File: src/sixaic_pkg.sv
`default_nettype none
// ----------------------------------------------------------------------------
// sixaic_pkg: shared types and arithmetic for the six-axis input conditioner
// Register map, event codes, sequencer states, and fixed-point helpers.
// ----------------------------------------------------------------------------
package sixaic_pkg;

  localparam int NUM_BUTTONS  = 32;
  localparam int BUTTON_LIMIT = (NUM_BUTTONS < 32) ? NUM_BUTTONS : 32;
  localparam int NUM_AXES     = 6;
  localparam int PADDR_W      = 5;

  typedef logic signed [15:0] raw_t;
  typedef logic signed [15:0] norm_t;
  typedef logic signed [23:0] out_axis_t;
  typedef logic signed [40:0] prod_t;
  typedef logic signed [24:0] coef_t;
  typedef logic [16:0]        idle_cnt_t;

  localparam raw_t      RAW_MIN  = 16'sh8000;
  localparam raw_t      RAW_MAX  = 16'sh7FFF;
  localparam idle_cnt_t IDLE_MAX = 17'h1FFFF;

  typedef enum logic [1:0] {
    OP_TICK    = 2'd0,
    OP_MOTION  = 2'd1,
    OP_BUTTON  = 2'd2,
    OP_UNKNOWN = 2'd3
  } op_t;

  typedef enum logic {
    KIND_TWIST = 1'b0,
    KIND_JOY   = 1'b1
  } kind_t;

  typedef enum logic [2:0] {
    REG_INV_FULL_SCALE   = 3'd0,
    REG_LINEAR_GAIN      = 3'd1,
    REG_ANGULAR_GAIN     = 3'd2,
    REG_STATIC_THRESHOLD = 3'd3,
    REG_STATIC_ZERO_ALL  = 3'd4,
    REG_TRANS_DEADBAND   = 3'd5,
    REG_ROT_DEADBAND     = 3'd6
  } reg_idx_t;

  typedef enum logic [2:0] {
    S_IDLE,
    S_LOAD,
    S_NORM,
    S_DECIDE,
    S_TWIST,
    S_JOY
  } state_t;

  typedef struct packed {
    logic [23:0]        inv_full_scale;
    logic signed [15:0] linear_gain;
    logic signed [15:0] angular_gain;
    logic [15:0]        static_threshold;
    logic               static_zero_all;
    logic [14:0]        trans_deadband;
    logic [14:0]        rot_deadband;
  } cfg_t;

  localparam logic [23:0] RST_INV_FULL_SCALE   = 24'd32768;
  localparam logic [15:0] RST_LINEAR_GAIN      = 16'd256;
  localparam logic [15:0] RST_ANGULAR_GAIN     = 16'd256;
  localparam logic [15:0] RST_STATIC_THRESHOLD = 16'd30;
  localparam logic        RST_STATIC_ZERO_ALL  = 1'b1;
  localparam logic [14:0] RST_TRANS_DEADBAND   = 15'd1638;
  localparam logic [14:0] RST_ROT_DEADBAND     = 15'd1638;

  typedef struct packed {
    logic [1:0] operation;
    raw_t       raw_x;
    raw_t       raw_y;
    raw_t       raw_z;
    raw_t       raw_rx;
    raw_t       raw_ry;
    raw_t       raw_rz;
    logic [7:0] button_index;
    logic       button_pressed;
  } item_t;

  typedef struct packed {
    logic        result_kind;
    logic        last_of_run;
    out_axis_t   lin_x;
    out_axis_t   lin_y;
    out_axis_t   lin_z;
    out_axis_t   ang_x;
    out_axis_t   ang_y;
    out_axis_t   ang_z;
    logic [31:0] button_bits;
    logic [5:0]  buttons_known;
  } res_t;

  // controller to datapath
  typedef struct packed {
    logic latch;
    logic apply_event;
    logic mul_norm;
    logic write_norm;
    logic mul_twist;
    logic load_twist;
    logic load_joy;
  } cmd_t;

  // datapath to controller
  typedef struct packed {
    op_t  op;
    logic motion_pending;
    logic joy_pending;
    logic out_free;
  } sts_t;

  function automatic raw_t neg_sat(raw_t r);
    raw_t n;
    n = -r;
    return (r == RAW_MIN) ? RAW_MAX : n;
  endfunction

  // Q.24 product to Q2.14: round half up, floor shift, clamp to 16 bits
  function automatic norm_t norm_round(prod_t p);
    prod_t s;
    s = (p + 41'sd512) >>> 10;
    if (s > 41'sd32767) return 16'sh7FFF;
    else if (s < -41'sd32768) return 16'sh8000;
    else return s[15:0];
  endfunction

  // Q2.14 times Q8.8 to Q10.14, clamp to 24 bits
  function automatic out_axis_t twist_round(prod_t p);
    prod_t s;
    s = (p + 41'sd128) >>> 8;
    if (s > 41'sd8388607) return 24'sh7FFFFF;
    else if (s < -41'sd8388608) return 24'sh800000;
    else return s[23:0];
  endfunction

endpackage
`default_nettype wire

File: src/sixaic_regs.sv
`default_nettype none
// ----------------------------------------------------------------------------
// sixaic_regs: configuration register file
// APB-style write and read of the seven conditioner settings.
// ----------------------------------------------------------------------------
module sixaic_regs (
  input  wire logic                         clk,
  input  wire logic                         rst,
  input  wire logic                         psel,
  input  wire logic                         penable,
  input  wire logic                         pwrite,
  input  wire logic [sixaic_pkg::PADDR_W-1:0] paddr,
  input  wire logic [31:0]                  pwdata,
  output logic [31:0]                       prdata,
  output logic                              pready,
  output sixaic_pkg::cfg_t                  cfg
);
  import sixaic_pkg::*;

  reg_idx_t idx;
  logic     wr;

  assign pready = 1'b1;
  assign idx    = reg_idx_t'(paddr[PADDR_W-1:2]);
  assign wr     = psel & penable & pwrite & pready;

  always_ff @(posedge clk) begin
    if (rst) begin
      cfg.inv_full_scale   <= RST_INV_FULL_SCALE;
      cfg.linear_gain      <= RST_LINEAR_GAIN;
      cfg.angular_gain     <= RST_ANGULAR_GAIN;
      cfg.static_threshold <= RST_STATIC_THRESHOLD;
      cfg.static_zero_all  <= RST_STATIC_ZERO_ALL;
      cfg.trans_deadband   <= RST_TRANS_DEADBAND;
      cfg.rot_deadband     <= RST_ROT_DEADBAND;
    end else if (wr) begin
      case (idx)
        REG_INV_FULL_SCALE:   cfg.inv_full_scale   <= pwdata[23:0];
        REG_LINEAR_GAIN:      cfg.linear_gain      <= pwdata[15:0];
        REG_ANGULAR_GAIN:     cfg.angular_gain     <= pwdata[15:0];
        REG_STATIC_THRESHOLD: cfg.static_threshold <= pwdata[15:0];
        REG_STATIC_ZERO_ALL:  cfg.static_zero_all  <= pwdata[0];
        REG_TRANS_DEADBAND:   cfg.trans_deadband   <= pwdata[14:0];
        REG_ROT_DEADBAND:     cfg.rot_deadband     <= pwdata[14:0];
        default: ;
      endcase
    end
  end

  always_comb begin
    case (idx)
      REG_INV_FULL_SCALE:   prdata = {8'd0, cfg.inv_full_scale};
      REG_LINEAR_GAIN:      prdata = {16'd0, cfg.linear_gain};
      REG_ANGULAR_GAIN:     prdata = {16'd0, cfg.angular_gain};
      REG_STATIC_THRESHOLD: prdata = {16'd0, cfg.static_threshold};
      REG_STATIC_ZERO_ALL:  prdata = {31'd0, cfg.static_zero_all};
      REG_TRANS_DEADBAND:   prdata = {17'd0, cfg.trans_deadband};
      REG_ROT_DEADBAND:     prdata = {17'd0, cfg.rot_deadband};
      default:              prdata = 32'd0;
    endcase
  end

endmodule
`default_nettype wire

File: config.mk
export PLATFORM = sky130hd
export DESIGN_NAME = sixaic_regs
export DESIGN_NICKNAME = d
export VERILOG_FILES = /design/src/sixaic_pkg.sv /design/src/sixaic_regs.sv
export SDC_FILE = /design/constraint.sdc
export NUM_CORES = 1
export LEC_CHECK = 0
export BUFFER_PORTS_ARGS = -buffer_cell sky130_fd_sc_hd__buf_2
export CORE_MARGIN = 2
export CORE_UTILIZATION = 50
export DETAILED_ROUTE_END_ITERATION = 10
export GPL_TIMING_DRIVEN = 0
export PLACE_DENSITY = 0.8
export SLEW_MARGIN = 20
export SYNTH_ARGS = -nofsm -noshare
export SYNTH_HDL_FRONTEND = slang
export SYNTH_SLANG_ARGS = --single-unit
File: constraint.sdc
create_clock -name clk -period 4.7 [get_ports clk]
set_clock_uncertainty 0.2 [all_clocks]
set_input_delay 0.94 -clock clk [delete_from_list [all_inputs] [get_ports clk]]
set_output_delay 0.94 -clock clk [all_outputs]
set_load 0.01 [all_outputs]
==> impl_metrics.xml <==
<?xml version="1.0" encoding="UTF-8"?>
<metrics>
  <group name="yosys">
    <metric name="netlist.top_cell.by_area" unit="">sky130_fd_sc_hd__dfxtp_1</metric>
    <metric name="post_synth_xor_area_fraction" unit="">0</metric>
    <metric name="synth.cell_area" unit="mm²">0.00506</metric>
    <metric name="synthAdderAreaFrac" unit="">0</metric>
    <metric name="synth.area.top_cells" unit="">sky130_fd_sc_hd__dfxtp_1 41%, sky130_fd_sc_hd__mux2i_1 19%, sky130_fd_sc_hd__nand2b_1 11%, sky130_fd_sc_hd__nor2_1 2.9%, sky130_fd_sc_hd__mux4_2 2.7%</metric>
    <metric name="post_synth_and_or_nand_nor_area_fraction" unit="">0.221</metric>
    <metric name="synth.area.mux_share" unit="">0.234</metric>
    <metric name="ys.warnings.count" unit="">0</metric>
    <metric name="top_area_cell_type_share_of_the_netlist_area" unit="">0.407</metric>
    <metric name="synth-compound-area-share" unit="">0.0796</metric>
    <metric name="post_synth_inst_count" unit="">508</metric>
    <metric name="synth_top_family_by_area" unit="">multiplexers</metric>
    <metric name="synth-seq-cells" unit="">103</metric>
    <metric name="ys_types" unit="">41</metric>
    <metric name="syn_avg_cell_area" unit="µm²">9.97</metric>
    <metric name="synth_seq_area_share" unit="">0.407</metric>
  </group>
  <group name="drt">
    <metric name="route.met2.wl" unit="µm">7760</metric>
    <metric name="via_per_inst" unit="">5.79</metric>
    <metric name="top_layer_used" unit="">met4</metric>
    <metric name="met3WireLength" unit="µm">1790</metric>
    <metric name="route.detailed.drc" unit="">0</metric>
    <metric name="detailed_routing_wirelength_on_met1" unit="µm">6950</metric>
    <metric name="first_pass_iters" unit="">5</metric>
    <metric name="post_drt_wl_per_cell" unit="µm">20.7</metric>
    <metric name="detailroute.via_count" unit="">4750</metric>
    <metric name="totalWireLength" unit="µm">17000</metric>
    <metric name="dr.first_iter.drc_count" unit="">409</metric>
    <metric name="antenna_left" unit="">0</metric>
  </group>
  <group name="layout">
    <metric name="final_net_count" unit="">724</metric>
    <metric name="regMostFlops" unit="">cfg</metric>
    <metric name="layout-drive-gt1-share" unit="">0.325</metric>
    <metric name="most-common-layout-cells" unit="">169 x sky130_fd_sc_hd__buf_2, 103 x sky130_fd_sc_hd__dfxtp_1, 98 x sky130_fd_sc_hd__mux2i_1, 91 x sky130_fd_sc_hd__nand2b_1, 39 x sky130_fd_sc_hd__nor2_1</metric>
    <metric name="fin_cells" unit="">820</metric>
    <metric name="antennaDiodeCount" unit="">0</metric>
    <metric name="fillerInstances" unit="">865</metric>
    <metric name="syn2layout_area_growth" unit="%">23.2</metric>
    <metric name="post-route-util" unit="">0.635</metric>
    <metric name="layout_commonest_cell" unit="">sky130_fd_sc_hd__buf_2</metric>
    <metric name="fin_area" unit="mm²">0.00624</metric>
    <metric name="largest_register_ffs" unit="">103</metric>
    <metric name="reg.largest.list" unit="">cfg x103</metric>
  </group>
  <group name="timing">
    <metric name="tightest_slew" unit="ns">0.751</metric>
    <metric name="final.period_utilization" unit="">0.778</metric>
    <metric name="report.final.hold_viol_count" unit="">0</metric>
    <metric name="max_slew_margin" unit="">0.499</metric>
    <metric name="sum_neg_setup_slack" unit="ns">0</metric>
    <metric name="final-max-slew-violation-count" unit="">0</metric>
    <metric name="final.setup.worst_slack" unit="ns">1.04</metric>
    <metric name="max_clock_freq" unit="GHz">0.274</metric>
    <metric name="setup_repair_after_global_routing_missed_its_margin" unit="">false</metric>
    <metric name="period_needed" unit="ns">3.66</metric>
    <metric name="hold_slack" unit="ns">0.283</metric>
    <metric name="setup_viol" unit="">0</metric>
  </group>
  <group name="floorplanning">
    <metric name="number_of_cell_rows" unit="">36</metric>
    <metric name="floorplan.io_pins" unit="">178</metric>
    <metric name="core-area" unit="mm²">0.00982</metric>
    <metric name="die_width" unit="µm">105</metric>
    <metric name="design.die.area" unit="mm²">0.0109</metric>
    <metric name="initial_core_util" unit="">0.516</metric>
    <metric name="die_h" unit="µm">105</metric>
  </group>
  <group name="clock_network">
    <metric name="clock-sinks" unit="">103</metric>
    <metric name="insertion_delay" unit="ns">0.38</metric>
    <metric name="ctsHtreeMaxLevel" unit="">3</metric>
    <metric name="clock_tree.root_cell" unit="">sky130_fd_sc_hd__clkbuf_8</metric>
    <metric name="post_cts.repair.setup_buffers" unit="">0</metric>
    <metric name="cts_resized" unit="">0</metric>
    <metric name="holdBufCountCts" unit="">0</metric>
    <metric name="max-clock-path-buffers" unit="">2</metric>
    <metric name="cts_tree" unit="">built</metric>
    <metric name="cts-buffers-inserted" unit="">9</metric>
    <metric name="cts.reportedPaths.clkPinSlew" unit="ns">0.09</metric>
  </group>
  <group name="placed_design">
    <metric name="finalWeightedCongestion" unit="">0.881</metric>
    <metric name="placed_area" unit="mm²">0.00604</metric>
    <metric name="place.detailed.hpwl" unit="µm">12000</metric>
    <metric name="pre_cts_ws" unit="ns">1.10</metric>
    <metric name="numPlacedInstances" unit="">804</metric>
    <metric name="port-buffer-count" unit="">156</metric>
  </group>
  <group name="setup_path">
    <metric name="timing.critical_path.from_type" unit="">input port</metric>
    <metric name="cp.arrival" unit="ns">2.52</metric>
    <metric name="critPathMaxFanout" unit="">10</metric>
    <metric name="r2r_start" unit="">cfg[30]</metric>
    <metric name="timing.critical_path.to_type" unit="">output pin</metric>
    <metric name="cp_data_required_time" unit="ns">3.56</metric>
    <metric name="cp-startpoint" unit="">paddr[3]</metric>
    <metric name="critPathKind" unit="">in -&gt; out</metric>
  </group>
  <group name="power">
    <metric name="vdd_ir_drop_max" unit="µV">183</metric>
    <metric name="power_density" unit="mW/mm²">264</metric>
    <metric name="static-leakage-power" unit="nW">3.16</metric>
    <metric name="post-layout-total-power" unit="mW">1.65</metric>
  </group>
  <group name="grt">
    <metric name="grt_antenna_before_repair" unit="">0</metric>
    <metric name="global_route.usage.total" unit="">0.306</metric>
    <metric name="pin_count_of_the_biggest_net_entering_global_routing" unit="">17</metric>
    <metric name="vias_in_the_first_global_route" unit="">4627</metric>
    <metric name="globalRoute.totalOverflow" unit="">0</metric>
    <metric name="grt_pass1_wl" unit="µm">25800</metric>
  </group>
  <group name="worst_hold_path">
    <metric name="hold_path_class" unit="">reg -&gt; reg</metric>
    <metric name="hp-start" unit="">cfg[97]</metric>
  </group>
  <group name="run_status">
    <metric name="outcome" unit="">finished, final reports clean</metric>
  </group>
  <group name="flow_run">
    <metric name="timing.max_cap.violations" unit="">0</metric>
  </group>
</metrics>
## critical path: stages
cell,delay [ns]
sky130_fd_sc_hd__buf_2,0.11
sky130_fd_sc_hd__buf_2,0.23
sky130_fd_sc_hd__buf_2,0.26
sky130_fd_sc_hd__nor3_1,0.58
sky130_fd_sc_hd__a221o_1,0.25
sky130_fd_sc_hd__buf_2,0.13
## path summary, 6_finish.rpt
path / endpoint / slack, ns / depth (start not counted)
max reg2reg: cfg[30] / 3.59 / 2
min: cfg[97] / 0.28 / 2
max: prdata[10] / 1.04 / 6
min reg2reg: cfg[97] / 0.28 / 2
## report_power, final
part / leakage, nW / switching, mW / internal, mW / total, mW
registers: 0.831 / 0.00552 / 0.879 / 0.884
logic: 2.23 / 0.118 / 0.0728 / 0.191
clock network: 0.0983 / 0.319 / 0.253 / 0.572
total: 3.16 / 0.443 / 1.20 / 1.65
## synthesized netlist by cell type (all sizes together)
| library cell | count |
|---|---|
| o21ai | 7 |
| nor2b | 6 |
| nand4 | 1 |
| a21boi | 1 |
| and4 | 1 |
| nand2b | 91 |
| o211ai | 4 |
| and4b | 1 |
| dfxtp | 103 |
| a221o | 2 |
| o21a | 1 |
| a22oi | 9 |
| a21oi | 10 |
| clkinv | 1 |
| o2bb2ai | 1 |
| and3b | 6 |
| mux2 | 6 |
| mux4 | 6 |
| clkbuf | 16 |
| nor3 | 5 |
| mux2i | 98 |
| conb | 2 |
| nand4b | 1 |
| inv | 2 |
| o31ai | 8 |
| buf | 31 |
| a311o | 1 |
| nand3 | 12 |
| nor2 | 39 |
| and2 | 10 |
| nand2 | 9 |
| nand3b | 4 |
| a221oi | 10 |
| o22ai | 3 |
## layout make-up
| type | instances | area, µm² | area share |
|---|---|---|---|
| plain buffers | 47 | 275 | 0.0441 |
| clock buffers | 13 | 179 | 0.0287 |
| clock inverters | 3 | 23.8 | 0.00381 |
| inverters | 3 | 11.3 | 0.00180 |
| multi-input cells | 362 | 2740 | 0.439 |
| flip-flops and latches | 103 | 2060 | 0.330 |
| well taps | 133 | 166 | 0.0267 |
| repair buffers | 156 | 781 | 0.125 |
## layer usage
layer  vias to the layer above  track usage
met5                         -            0
met4                         0        0.127
met3                        47       0.0742
met2                       302        0.480
met1                      2296        0.404
li1                       2105            -
## cell families after synthesis
| kind of cell | count (synthesis) |
|---|---|
| other | 2 |
| AND/OR/NAND/NOR | 186 |
| AO/OA/AOI/OAI | 57 |
| buffers and inverters | 50 |
| flip-flops | 103 |
| multiplexers | 110 |
(Power assumes the default switching activity.)
