File: config.mk
export PLATFORM = sky130hd
export DESIGN_NAME = sixaic_ctrl
export DESIGN_NICKNAME = d
export VERILOG_FILES = /design/src/sixaic_pkg.sv /design/src/sixaic_ctrl.sv
export SDC_FILE = /design/constraint.sdc
export NUM_CORES = 1
export LEC_CHECK = 0
export BUFFER_PORTS_ARGS = -buffer_cell sky130_fd_sc_hd__buf_2
export CAP_MARGIN = 10
export CORE_AREA = 2 2 39 41
export CTS_CLUSTER_SIZE = 8
export DETAILED_ROUTE_END_ITERATION = 16
export DIE_AREA = 0 0 41 43
export SETUP_SLACK_MARGIN = 0.5
export SYNTH_ARGS = -nofsm -noshare
export SYNTH_HDL_FRONTEND = slang
export SYNTH_SLANG_ARGS = --single-unit
File: constraint.sdc
create_clock -name clk -period 3.05 [get_ports clk]
set_clock_uncertainty 0.2 [all_clocks]
set_input_delay 0.61 -clock clk [delete_from_list [all_inputs] [get_ports clk]]
set_output_delay 0.61 -clock clk [all_outputs]
set_load 0.02 [all_outputs]
File: src/sixaic_pkg.sv
`default_nettype none
// ----------------------------------------------------------------------------
// sixaic_pkg: shared types and arithmetic for the six-axis input conditioner
// Register map, event codes, sequencer states, and fixed-point helpers.
// ----------------------------------------------------------------------------
package sixaic_pkg;

  localparam int NUM_BUTTONS  = 32;
  localparam int BUTTON_LIMIT = (NUM_BUTTONS < 32) ? NUM_BUTTONS : 32;
  localparam int NUM_AXES     = 6;
  localparam int PADDR_W      = 5;

  typedef logic signed [15:0] raw_t;
  typedef logic signed [15:0] norm_t;
  typedef logic signed [23:0] out_axis_t;
  typedef logic signed [40:0] prod_t;
  typedef logic signed [24:0] coef_t;
  typedef logic [16:0]        idle_cnt_t;

  localparam raw_t      RAW_MIN  = 16'sh8000;
  localparam raw_t      RAW_MAX  = 16'sh7FFF;
  localparam idle_cnt_t IDLE_MAX = 17'h1FFFF;

  typedef enum logic [1:0] {
    OP_TICK    = 2'd0,
    OP_MOTION  = 2'd1,
    OP_BUTTON  = 2'd2,
    OP_UNKNOWN = 2'd3
  } op_t;

  typedef enum logic {
    KIND_TWIST = 1'b0,
    KIND_JOY   = 1'b1
  } kind_t;

  typedef enum logic [2:0] {
    REG_INV_FULL_SCALE   = 3'd0,
    REG_LINEAR_GAIN      = 3'd1,
    REG_ANGULAR_GAIN     = 3'd2,
    REG_STATIC_THRESHOLD = 3'd3,
    REG_STATIC_ZERO_ALL  = 3'd4,
    REG_TRANS_DEADBAND   = 3'd5,
    REG_ROT_DEADBAND     = 3'd6
  } reg_idx_t;

  typedef enum logic [2:0] {
    S_IDLE,
    S_LOAD,
    S_NORM,
    S_DECIDE,
    S_TWIST,
    S_JOY
  } state_t;

  typedef struct packed {
    logic [23:0]        inv_full_scale;
    logic signed [15:0] linear_gain;
    logic signed [15:0] angular_gain;
    logic [15:0]        static_threshold;
    logic               static_zero_all;
    logic [14:0]        trans_deadband;
    logic [14:0]        rot_deadband;
  } cfg_t;

  localparam logic [23:0] RST_INV_FULL_SCALE   = 24'd32768;
  localparam logic [15:0] RST_LINEAR_GAIN      = 16'd256;
  localparam logic [15:0] RST_ANGULAR_GAIN     = 16'd256;
  localparam logic [15:0] RST_STATIC_THRESHOLD = 16'd30;
  localparam logic        RST_STATIC_ZERO_ALL  = 1'b1;
  localparam logic [14:0] RST_TRANS_DEADBAND   = 15'd1638;
  localparam logic [14:0] RST_ROT_DEADBAND     = 15'd1638;

  typedef struct packed {
    logic [1:0] operation;
    raw_t       raw_x;
    raw_t       raw_y;
    raw_t       raw_z;
    raw_t       raw_rx;
    raw_t       raw_ry;
    raw_t       raw_rz;
    logic [7:0] button_index;
    logic       button_pressed;
  } item_t;

  typedef struct packed {
    logic        result_kind;
    logic        last_of_run;
    out_axis_t   lin_x;
    out_axis_t   lin_y;
    out_axis_t   lin_z;
    out_axis_t   ang_x;
    out_axis_t   ang_y;
    out_axis_t   ang_z;
    logic [31:0] button_bits;
    logic [5:0]  buttons_known;
  } res_t;

  // controller to datapath
  typedef struct packed {
    logic latch;
    logic apply_event;
    logic mul_norm;
    logic write_norm;
    logic mul_twist;
    logic load_twist;
    logic load_joy;
  } cmd_t;

  // datapath to controller
  typedef struct packed {
    op_t  op;
    logic motion_pending;
    logic joy_pending;
    logic out_free;
  } sts_t;

  function automatic raw_t neg_sat(raw_t r);
    raw_t n;
    n = -r;
    return (r == RAW_MIN) ? RAW_MAX : n;
  endfunction

  // Q.24 product to Q2.14: round half up, floor shift, clamp to 16 bits
  function automatic norm_t norm_round(prod_t p);
    prod_t s;
    s = (p + 41'sd512) >>> 10;
    if (s > 41'sd32767) return 16'sh7FFF;
    else if (s < -41'sd32768) return 16'sh8000;
    else return s[15:0];
  endfunction

  // Q2.14 times Q8.8 to Q10.14, clamp to 24 bits
  function automatic out_axis_t twist_round(prod_t p);
    prod_t s;
    s = (p + 41'sd128) >>> 8;
    if (s > 41'sd8388607) return 24'sh7FFFFF;
    else if (s < -41'sd8388608) return 24'sh800000;
    else return s[23:0];
  endfunction

endpackage
`default_nettype wire

File: src/sixaic_ctrl.sv
`default_nettype none
// ----------------------------------------------------------------------------
// sixaic_ctrl: event sequencer
// Steps one event through update, normalize, and up to two result loads.
// ----------------------------------------------------------------------------
module sixaic_ctrl (
  input  wire logic              clk,
  input  wire logic              rst,
  input  wire logic              in_valid,
  output logic                   in_ready,
  input  wire sixaic_pkg::sts_t  sts,
  output sixaic_pkg::cmd_t       cmd
);
  import sixaic_pkg::*;

  state_t state, state_next;
  logic   twist_go;

  assign twist_go = sts.motion_pending & ((sts.op == OP_TICK) | sts.joy_pending);

  always_ff @(posedge clk) begin
    if (rst) begin
      state <= S_IDLE;
    end else begin
      state <= state_next;
    end
  end

  always_comb begin
    state_next = state;
    case (state)
      S_IDLE:   if (in_valid) state_next = S_LOAD;
      S_LOAD:   state_next = (sts.op == OP_MOTION) ? S_NORM : S_DECIDE;
      S_NORM:   state_next = S_DECIDE;
      S_DECIDE: begin
        if (twist_go) state_next = S_TWIST;
        else if (sts.joy_pending) state_next = S_JOY;
        else state_next = S_IDLE;
      end
      S_TWIST:  if (sts.out_free) state_next = S_JOY;
      S_JOY:    if (sts.out_free) state_next = S_IDLE;
      default:  state_next = S_IDLE;
    endcase
  end

  always_comb begin
    in_ready = 1'b0;
    cmd      = '0;
    case (state)
      S_IDLE: begin
        in_ready  = 1'b1;
        cmd.latch = in_valid;
      end
      S_LOAD: begin
        cmd.apply_event = 1'b1;
        cmd.mul_norm    = (sts.op == OP_MOTION);
      end
      S_NORM:   cmd.write_norm = 1'b1;
      S_DECIDE: cmd.mul_twist  = twist_go;
      S_TWIST:  cmd.load_twist = sts.out_free;
      S_JOY:    cmd.load_joy   = sts.out_free;
      default: ;
    endcase
  end

  a_twist_then_joy: assert property (@(posedge clk) disable iff (rst)
    cmd.load_twist |=> state == S_JOY)
    else $error("twist result not followed by joy result");

endmodule
`default_nettype wire

==> results.md, run 1 <==
* Status: finished, final reports clean
* Num CTS Buffers at 3
* RSZ-0062 raised after global routing: no
* First-pass GRT wire length at 924 µm
* Die Area at 0.001763 mm²
* Top Registers: state: 3 flops
* Worst setup path class: reg2out
* Final worst setup slack at 805.1 ps
* Synthesized area at 245.2 µm²
* Final setup vio count at 0
* Final WL at 625 µm
* CTS sink count at 3
* DR DRC count at 0
* Initial antenna violation count at 0
* Diodes inserted at 0
* Postcts setup bufs at 0
* Number of cell rows at 14
* Fin. max-slew vios at 0
* Grt ovf at 0
* Clock Root Buffer: clkbuf_4
* PnR Total Power at 0.1852 mW
* Setup slack, reg-to-reg at 1570 ps
* CP max FO at 10
* CTS Hold Bufs at 0
* R2R Path End: state[0]
* Most common cell after layout, fill and taps aside: buf_2
* Hold_ws at 394.1 ps
* Setup TNS at 0 ps
* Number of DRC violations after detailed-routing iteration 0 at 3
* Mapped Cells at 30
* Largest net degree at the start of global routing at 11
* Pwr Density at 528.7 mW/mm²
* Share of cells above drive strength 1 at 44.68%
* Syn Nets at 38
* Hold path endpoint: state[2]
* Final hold viol count at 0
* PortBufs at 15
* Max reg flops at 3
* Min-delay src: rst
* Vias per cell at 4.508
* Main combinational cell family by area after synthesis: simple AND/OR/NAND/NOR gates
* Final worst path period need at 2245 ps
* Yosys warning total at 0
* Nets@finish at 56
* I/O Pins at 16
* Post-CTS Resized at 0
* Layout area overhead at 42.86%
* Peak supply drop at 0.1087 mV
* Die height at 43 µm
* Worst reg2reg path startpoint: state[0]
* Critical path arrival at 1430 ps
* Starting Density at 17.72%
* Fillers at 166
* DR vias at 284
* First-pass iteration count of the detailed router at 4
* DRT antenna net count at 0
* CP Launch Point: state[0]
* Synth Area in Compound Gates at 23.98%
* GP Congestion at 0.7628
* CP Capture Type: output port
* Top reg by flops: state
* Chip Width at 41 µm
* Core area at 0.001384 mm²
* Register area share after synthesis at 24.49%
* Dpl hpwl at 460.9 µm
* Most frequent cells in the layout: buf_2, nor2b_1, nor2_1, clkbuf_4, dfxtp_1
* Dpl ws at 1052 ps
* Post-synth EDFFs at 0
* Max Cap Viol at 0
* Overall routing resource usage at 8.032%
* Worst Reg-to-Reg Cells at 3
* WL per Instance at 9.921 µm
* H-tree depth at 1
* Period utilization at 73.60%
* Worst EP required at 2240 ps
* Async set-reset flop share out of synthesis at 0%
* Synth Area in Simple Gates at 43.37%
* Ys flop type: dfxtp_1
* Post-synthesis mux area share at 0%
* Seq cells post-synth at 3
* Static Leak at 0.1765 nW
* Worst Hold Class: in2reg
* Vias in the first global route at 237
* Clock buffer depth at 2
* Hold depth at 2
* Slew HR at 80.49%
* Synthesized area per cell at 8.175 µm²
* Adder-cell area share of the yosys netlist at 0%
* Fmax at 0.4455 GHz
* Clock-pin slew on the worst setup and hold paths at 40 ps
* Crit path launch type: flip-flop
* CTS tree: built
* Yosys cell types at 19
* XOR/XNOR Fraction of Synth Area at 0%
* Slew @ Worst Pin at 292.3 ps
* Skew-Pair Late Insertion Delay at 240 ps
==> kinds of logic after synthesis <==
family	count (synthesis)
AND/OR/NAND/NOR	18
AO/OA/AOI/OAI	6
flip-flops	3
buffers and inverters	3
==> synth_stat cells (all sizes together), types with 2 or more instances <==
cell type / instances / area (µm²)
and2: 2 / 12.51
and3: 2 / 12.51
dfxtp: 3 / 60.06
nand2: 2 / 7.510
nor2: 3 / 11.26
nor2b: 4 / 25.02
nor3b: 2 / 15.01
==> stage by stage <==
step                area [µm²]  instances  utilization [%]
floorplan                245.2         30                -
global placement         324.1         59            23.42
detailed placement       324.1         59            23.42
CTS                      350.3         63            25.32
global route             350.3         63            25.32
finish                   350.3         63            25.32
==> power by group <==
group          internal [mW]  total [mW]  switching, mW
sequential            0.0442      0.0548         0.0106
clock                 0.0493      0.0736         0.0244
combinational         0.0254      0.0568         0.0315
==> how the worst max path moves through the flow <==
stage,endpoint,slack (ps)
final,cmd[4],810
after global routing,cmd[4],670
after CTS,cmd[4],790
after detailed placement,cmd[2],1050
after global placement,cmd[2],1050
after floorplan,cmd[4],970
==> layer usage <==
metal	vias to the layer above	GRT usage (%)	part of all wire, %	routed length (µm)
met1	128	9.325	43	266
met2	10	11.25	50	311
met4	0	8.000	2.9	18
met5	-	0	0	0
li1	144	-	-	-
met3	2	1.571	4.5	28
==> critical path: stages (launching register included) <==
cell and delay (ps):
dfxtp_1 480, nor2b_1 200, nor2b_1 220, and2_1 150, buf_2 150
==> layout make-up <==
class / instances / area, µm² / share of cell area, %
Timing Repair Buffer: 15 / 75.07 / 21.43
Multi-Input combinational cell: 24 / 165.2 / 47.14
Tap cell: 16 / 20.02 / 5.714
Sequential cell: 3 / 60.06 / 17.14
Inverter: 1 / 3.754 / 1.071
Clock buffer: 4 / 26.28 / 7.500
(Power assumes the default switching activity.)
==> inputs of run 2 (changes only) <==
Settings changed: ABC_AREA from default to 1.
Clock period 3.05 ns to 2.12 ns, I/O delays scaled along.
==> run 2 against run 1 <==
Critical path depth fell by 1. Routed wire length rose by 23%. Worst setup slack got worse by 390 ps. Synthesized cell count rose by 60%. Critical endpoint is now cmd[0]. Die area did not move. Non-clock buffer count rose by 7.
==> results.md, run 2 <==
* Synthesized area per cell at 5.213 µm² (was 8.175 µm²)
* Crit path buf inv count at 2 (was 1)
* Share of cells above drive strength 1 at 58.11% (was 44.68%)
* DR DRC count at 0 (unchanged)
* Diodes inserted at 0 (unchanged)
* Fin. max-slew vios at 0 (unchanged)
* Static Leak at 0.2919 nW (was 0.1765 nW)
* RSZ-0062 raised after global routing: yes (was no)
* CP max-delay cell: dfxtp_4 (was dfxtp_1)
* Number of DRC violations after detailed-routing iteration 0 at 6 (was 3)
* Layout area overhead at 105.0% (was 42.86%)
* Largest net degree at the start of global routing at 7 (was 11)
* Crit path launch type: flip-flop (unchanged)
* Min-delay src: rst (unchanged)
* Ys flop type: dfxtp_1 (unchanged)
* PnR Total Power at 0.4092 mW (was 0.1852 mW)
* Period utilization at 80.19%
* First-pass GRT wire length at 1221 µm (was 924 µm)
* Worst setup path class: reg2out (unchanged)
* Num CTS Buffers at 3 (unchanged)
* Setup TNS at 0 ps (unchanged)
* CTS Hold Bufs at 0 (unchanged)
* Vias per cell at 4.100 (was 4.508)
* CP delay by family, top: flip-flops (was simple AND/OR/NAND/NOR gates)
* Final hold viol count at 0 (unchanged)
* Slew @ Worst Pin at 197.6 ps (was 292.3 ps)
* GP Congestion at 0.7907 (was 0.7628)
* Max reg flops at 3 (unchanged)
* Core area at 0.001384 mm² (unchanged)
* Async set-reset flop share out of synthesis at 0% (unchanged)
* Most frequent cells in the layout: buf_4, nand2_1, buf_2 (was buf_2, nor2b_1, nor2_1, clkbuf_4, dfxtp_1)
* Dpl hpwl at 554.6 µm (was 460.9 µm)
* Setup slack, reg-to-reg at 770 ps (was 1570 ps)
* Vias in the first global route at 319 (was 237)
* Die height at 43 µm (unchanged)
* Yosys cell types at 11 (was 19)
* Seq cells post-synth at 3 (unchanged)
* Peak supply drop at 0.3075 mV (was 0.1087 mV)
* Hold_ws at 177.7 ps (was 394.1 ps)
* Leading area contributor after synthesis: dfxtp_1 (unchanged)
* Max Cap Viol at 0 (unchanged)
* Synth top area cells: dfxtp_1, inv_1, nand2_1 (was dfxtp_1, nor2b_1, a221oi_2)
* Clock buffer depth at 2 (unchanged)
* Post-synth EDFFs at 0 (unchanged)
* Hold depth at 2 (unchanged)
* Synthesized area at 250.2 µm² (was 245.2 µm²)
* R2R Path End: state[2] (was state[0])
* Worst Hold Class: in2reg (unchanged)
* Grt ovf at 0 (unchanged)
* Clock-pin slew on the worst setup and hold paths at 40 ps (about the same)
* Cell Chain, Critical Path: inv_4, nor4_2, buf_2 (was nor2b_1, nor2b_1, and2_1, buf_2)
* Number of cell rows at 14 (unchanged)
* Post-synth top cells: inv_1, nand2_1, nor2_1 (was nor2b_1, dfxtp_1, nor2_1)
* Final setup vio count at 0 (unchanged)
* Mapped Cells at 48 (was 30)
* Nets@finish at 83 (was 56)
* Initial antenna violation count at 0 (unchanged)
* Fmax at 0.5882 GHz
* Status: finished, final reports clean (unchanged)
* Pwr Density at 797.6 mW/mm² (was 528.7 mW/mm²)
* WL per Instance at 8.544 µm (was 9.921 µm)
* Final worst path period need at 1700 ps
* Die Area at 0.001763 mm² (unchanged)
* Critical path arrival at 1080 ps (was 1430 ps)
* CTS sink count at 3 (unchanged)
* Worst Reg-to-Reg Cells at 8 (was 3)
* Most common cell in the netlist: inv_1 (was nor2b_1)
* Top Registers: state: 3 flops (unchanged)
* Clock Root Buffer: clkbuf_4 (unchanged)
* PortBufs at 15 (unchanged)
* CTS tree: built (unchanged)
* Crit-path max cell delay at 390 ps (was 480 ps)
* Slew HR at 86.69% (was 80.49%)
* CP Capture Type: output port (unchanged)
* Worst reg2reg path startpoint: state[1] (was state[0])
* CP max FO at 4 (was 10)
* I/O Pins at 16 (unchanged)
* Post-synth top area share at 24.00% (was 24.49%)
* Hold path endpoint: state[0] (was state[2])
* Most common cell after layout, fill and taps aside: buf_4 (was buf_2)
* DR vias at 369 (was 284)
* Finished Core Util at 37.07% (was 25.32%)
* Syn Nets at 56 (was 38)
* Starting Density at 18.08% (was 17.72%)
* Skew-Pair Late Insertion Delay at 230 ps (was 240 ps)
* DRT antenna net count at 0 (unchanged)
* Top reg by flops: state (unchanged)
* Worst EP required at 1500 ps (was 2240 ps)
* Yosys warning total at 0 (unchanged)
* Final WL at 769 µm (was 625 µm)
* Register area share after synthesis at 24.00% (was 24.49%)
* First-pass iteration count of the detailed router at 4 (unchanged)
* Chip Width at 41 µm (unchanged)
* Overall routing resource usage at 10.13% (was 8.032%)
* H-tree depth at 1 (unchanged)
==> run 2: changes by cell type after synthesis, sizes merged, moves of 2 or more <==
| cell | previous run | this run |
|---|---|---|
| and3 | 2 | 0 |
| nor3b | 2 | 0 |
| nor2b | 4 | 0 |
| nand3 | 0 | 5 |
| and2 | 2 | 0 |
| nor2 | 3 | 10 |
| a21oi | 0 | 2 |
| nand2 | 2 | 12 |
| inv | 1 | 13 |
==> run 2: layer usage <==
| metal | global-route usage (%) | vias up | routed length, µm |
|---|---|---|---|
| met3 | 2.094 | 0 | 52 |
| met1 | 11.54 | 162 | 283 |
| met2 | 16.25 | 12 | 433 |
| li1 | - | 195 | - |
| met4 | 6.000 | 0 | 0 |
| met5 | 0 | - | 0 |
==> run 2: report_power, final <==
part | internal (mW) | leakage [nW] | switching [mW] | total, mW
combinational | 0.103 | 0.250 | 0.112 | 0.214
sequential | 0.0707 | 0.0267 | 0.0270 | 0.0977
clock | 0.0704 | 0.0150 | 0.0269 | 0.0973
==> run 2: worst max-delay path by stage <==
stage / startpoint / end / slack (ps) / cells after the start
detailed placement: sts[3] / cmd[2] / 490 / 5
global placement: sts[3] / cmd[2] / 500 / 5
floorplan: state[2] / cmd[0] / 510 / 2
global route: state[0] / cmd[0] / 350 / 3
CTS: state[1] / cmd[2] / 400 / 5
finish: state[0] / cmd[0] / 420 / 3
==> run 2: kinds of logic (layout without fill, tap and decap cells) <==
kind of cell	after synthesis	count (layout)	synth area share (%)
DFF	3	3	24.00
AOI/OAI and AO/OA	3	3	7.497
and+or+nand+nor	29	29	49.00
buffers and inverters	13	39	19.50
==> run 2: timing repair <==
item                       CTS  global route
gates resized for setup     29             4
pin swaps                    5             6
gates cloned                 0             0
buffers inserted             5             2
setup endpoints to repair    8             8
==> run 2: area by class of cell <==
cell class / count / area (µm²)
Sequential cell: 3 / 71.32
Timing Repair Buffer: 22 / 153.9
Clock buffer: 4 / 26.28
Inverter: 13 / 53.80
Fill cell: 157 / 870.8
Multi-Input combinational cell: 32 / 187.7
Tap cell: 16 / 20.02
==> run 2: through the flow <==
| step | instances | setup WS [ps] | cell area, µm² |
|---|---|---|---|
| 3_3_place_gp | 79 | 500.1 | 351.6 |
| 6_report | 90 | 420.0 | 513.0 |
| 5_1_grt | 90 | 353.6 | 513.0 |
| 3_5_place_dp | 79 | 492.7 | 351.6 |
| 2_1_floorplan | 48 | 508.0 | 256.5 |
| 4_1_cts | 88 | 402.9 | 489.2 |
==> inputs of run 3 (changes only) <==
Clock period 2.12 ns to 1.65 ns, I/O delays scaled along.
==> run 3 against run 2 <==
Sequential cell count did not move. Highest routed layer unchanged. Sequential power is 32% higher. Routed wire length increased by 12%. First-iteration DRC count decreased by 100%. Worst setup slack lost 400 ps. Critical path type unchanged. Final cell count stayed put. Power is 40% higher. Register-to-register slack worse by 630 ps. Non-clock buffer count unchanged. Global-route usage is 1.3 points higher. Die area is the same.
==> results.md, run 3 (synthesis results as in run 2) <==
* Fin. max-slew vios at 0 (unchanged)
* Vias in the first global route at 373 (was 319)
* Max reg flops at 3 (unchanged)
* DR DRC count at 0 (unchanged)
* Clock Root Buffer: clkbuf_4 (unchanged)
* PortBufs at 15 (unchanged)
* Hold depth at 2 (unchanged)
* Worst EP required at 1120 ps (was 1500 ps)
* First-pass iteration count of the detailed router at 1 (was 4)
* DRT antenna net count at 0 (unchanged)
* Crit path buf inv count at 2 (unchanged)
* Area of the multi-input gates at 242.7 µm² (was 187.7 µm²)
* Num CTS Buffers at 3 (unchanged)
* CTS tree: built (unchanged)
* Flop pwr share at 22.5% (was 23.9%)
* Top reg by flops: state (unchanged)
* CP max-delay cell: dfxtp_4 (unchanged)
* CTS sink count at 3 (unchanged)
* Worst setup path class: reg2out (unchanged)
* Pint at 0.3318 mW (was 0.2437 mW)
* Crit path launch type: flip-flop (unchanged)
* Status: finished, final reports clean (unchanged)
* Switch Pwr at 0.2415 mW (was 0.1655 mW)
* WP depth at 5 (was 3)
* Initial antenna violation count at 0 (unchanged)
* First-pass GRT wire length at 1345 µm (was 1221 µm)
* Max Cap Viol at 0 (unchanged)
* I/O Pins at 16 (unchanged)
* Fillers at 143 (was 157)
* Most Frequent Cell on Critical Path: nor2_4
* Vias per cell at 4.144 (was 4.100)
* RSZ-0062 raised after global routing: yes (unchanged)
* CP Capture Type: output port (unchanged)
* CP Launch Point: state[0] (unchanged)
* Final setup vio count at 0 (unchanged)
* Largest net degree at the start of global routing at 7 (unchanged)
* Crit-path max cell delay at 390 ps (about the same)
* Clock power frac at 22.1% (was 23.8%)
* Finished Core Util at 42.59% (was 37.07%)
* Grt ovf at 0 (unchanged)
* FF+latch area at 71.32 µm² (unchanged)
* Number of DRC violations after detailed-routing iteration 0 at 0 (was 6)
* H-tree depth at 1 (unchanged)
* Die height at 43 µm (unchanged)
* CP delay by family, top: flip-flops (unchanged)
* Pwr Density at 972.9 mW/mm² (was 797.6 mW/mm²)
* GP Congestion at 0.7557 (was 0.7907)
* CTS Hold Bufs at 0 (unchanged)
* CP endpoint: cmd[4] (was cmd[0])
* Nets@finish at 83 (unchanged)
* Dpl ws at 196.6 ps (was 492.7 ps)
* Period utilization at 98.60%
* Diodes inserted at 0 (unchanged)
* Setup slack, reg-to-reg at 140 ps (was 770 ps)
* Slew HR at 83.54% (was 86.69%)
* Overall routing resource usage at 11.42% (was 10.13%)
* Peak supply drop at 0.4746 mV (was 0.3075 mV)
* Layout area overhead at 135.5% (was 105.0%)
* Starting Density at 18.08% (unchanged)
* Slew @ Worst Pin at 246.6 ps (was 197.6 ps)
* Fmax at 0.6147 GHz
* WL per Instance at 9.567 µm (was 8.544 µm)
* Skew-Pair Late Insertion Delay at 230 ps (about the same)
* Final worst path period need at 1627 ps
* Core area at 0.001384 mm² (unchanged)
* CP max FO at 4 (unchanged)
* R2R Path End: state[2] (unchanged)
* Worst reg2reg path startpoint: state[1] (unchanged)
* Share of cells above drive strength 1 at 71.62% (was 58.11%)
* Final worst setup slack at 23.08 ps (was 420.0 ps)
* Die Area at 0.001763 mm² (unchanged)
* Worst Reg-to-Reg Cells at 10 (was 8)
* Clock-pin slew on the worst setup and hold paths at 40 ps (about the same)
* Final hold viol count at 0 (unchanged)
* Chip Width at 41 µm (unchanged)
* Number of cell rows at 14 (unchanged)
* Setup TNS at 0 ps (unchanged)
* Final WL at 861 µm (was 769 µm)
* Dpl hpwl at 557.2 µm (was 554.6 µm)
* Top Registers: state: 3 flops (unchanged)
* PnR Total Power at 0.5733 mW (was 0.4092 mW)
* Clock buffer depth at 2 (unchanged)
* Worst Hold Class: in2reg (unchanged)
* DR vias at 373 (was 369)
* Most frequent cells in the layout: buf_2, buf_6, inv_1 (was buf_4, nand2_1, buf_2)
* Sw Share at 42.13% (was 40.44%)
* Comb pwr share at 55.4% (was 52.4%)
* Cell Chain, Critical Path: inv_4, nor2_4, nand2_4, nor2_4, buf_6 (was inv_4, nor4_2, buf_2)
* Static Leak at 0.3059 nW (was 0.2919 nW)
* Critical path arrival at 1100 ps (was 1080 ps)
run 3: repair_timing:
item / 4_1_cts / 5_1_grt
resized for setup: 27 / 5
setup buffers: 7 / 0
endpoints found under the setup margin: 10 / 11
cloned: 0 / 0
pin swaps: 9 / 7
run 3: worst min-delay path by stage:
stage	startpoint	slack, ps	endpoint
2_1_floorplan	rst	190	state[0]
3_3_place_gp	rst	320	state[0]
3_5_place_dp	rst	310	state[0]
4_1_cts	rst	60	state[0]
5_1_grt	rst	90	state[0]
6_report	rst	90	state[0]
run 3: area by class of cell:
class | instances | share of cell area (%)
Clock buffer | 4 | 4.459
Inverter | 13 | 9.130
Multi-Input combinational cell | 32 | 41.19
Sequential cell | 3 | 12.10
Tap cell | 16 | 3.397
Timing Repair Buffer | 22 | 29.72
run 3: per-stage QoR:
stage	cells	cell area [µm²]	hold WS, ps
final	90	589.3	86.02
after global routing	90	589.3	88.71
after CTS	90	573.1	62.16
after detailed placement	79	404.1	311.7
after global placement	79	404.1	315.6
after floorplan	48	309.0	185.1
run 3: routing by layer:
| metal | up-vias | GRT usage [%] | part of all wire, % |
|---|---|---|---|
| met5 | - | 0 | 0 |
| met4 | 0 | 8.000 | 0 |
| met3 | 0 | 3.141 | 2.9 |
| met2 | 5 | 18.75 | 63 |
| met1 | 171 | 11.50 | 34 |
| li1 | 197 | - | - |
run 3: worst register-to-register path, cell delays in order, from the launching register on:
cell	delay [ps]
dfxtp_4	380
nand2_4	80
nor2_4	40
buf_4	130
buf_4	120
buf_4	120
buf_6	110
nand2_2	40
nand4_1	80
nand2_1	80
inv_1	40
run 3: power by group through the flow:
stage | combinational (mW) | sequential, mW | clock [mW]
after floorplan | 0.159 | 0.110 | 0
after global placement | 0.207 | 0.114 | 0
after detailed placement | 0.208 | 0.115 | 0
after CTS | 0.306 | 0.128 | 0.135
after global routing | 0.341 | 0.131 | 0.138
final | 0.318 | 0.129 | 0.127
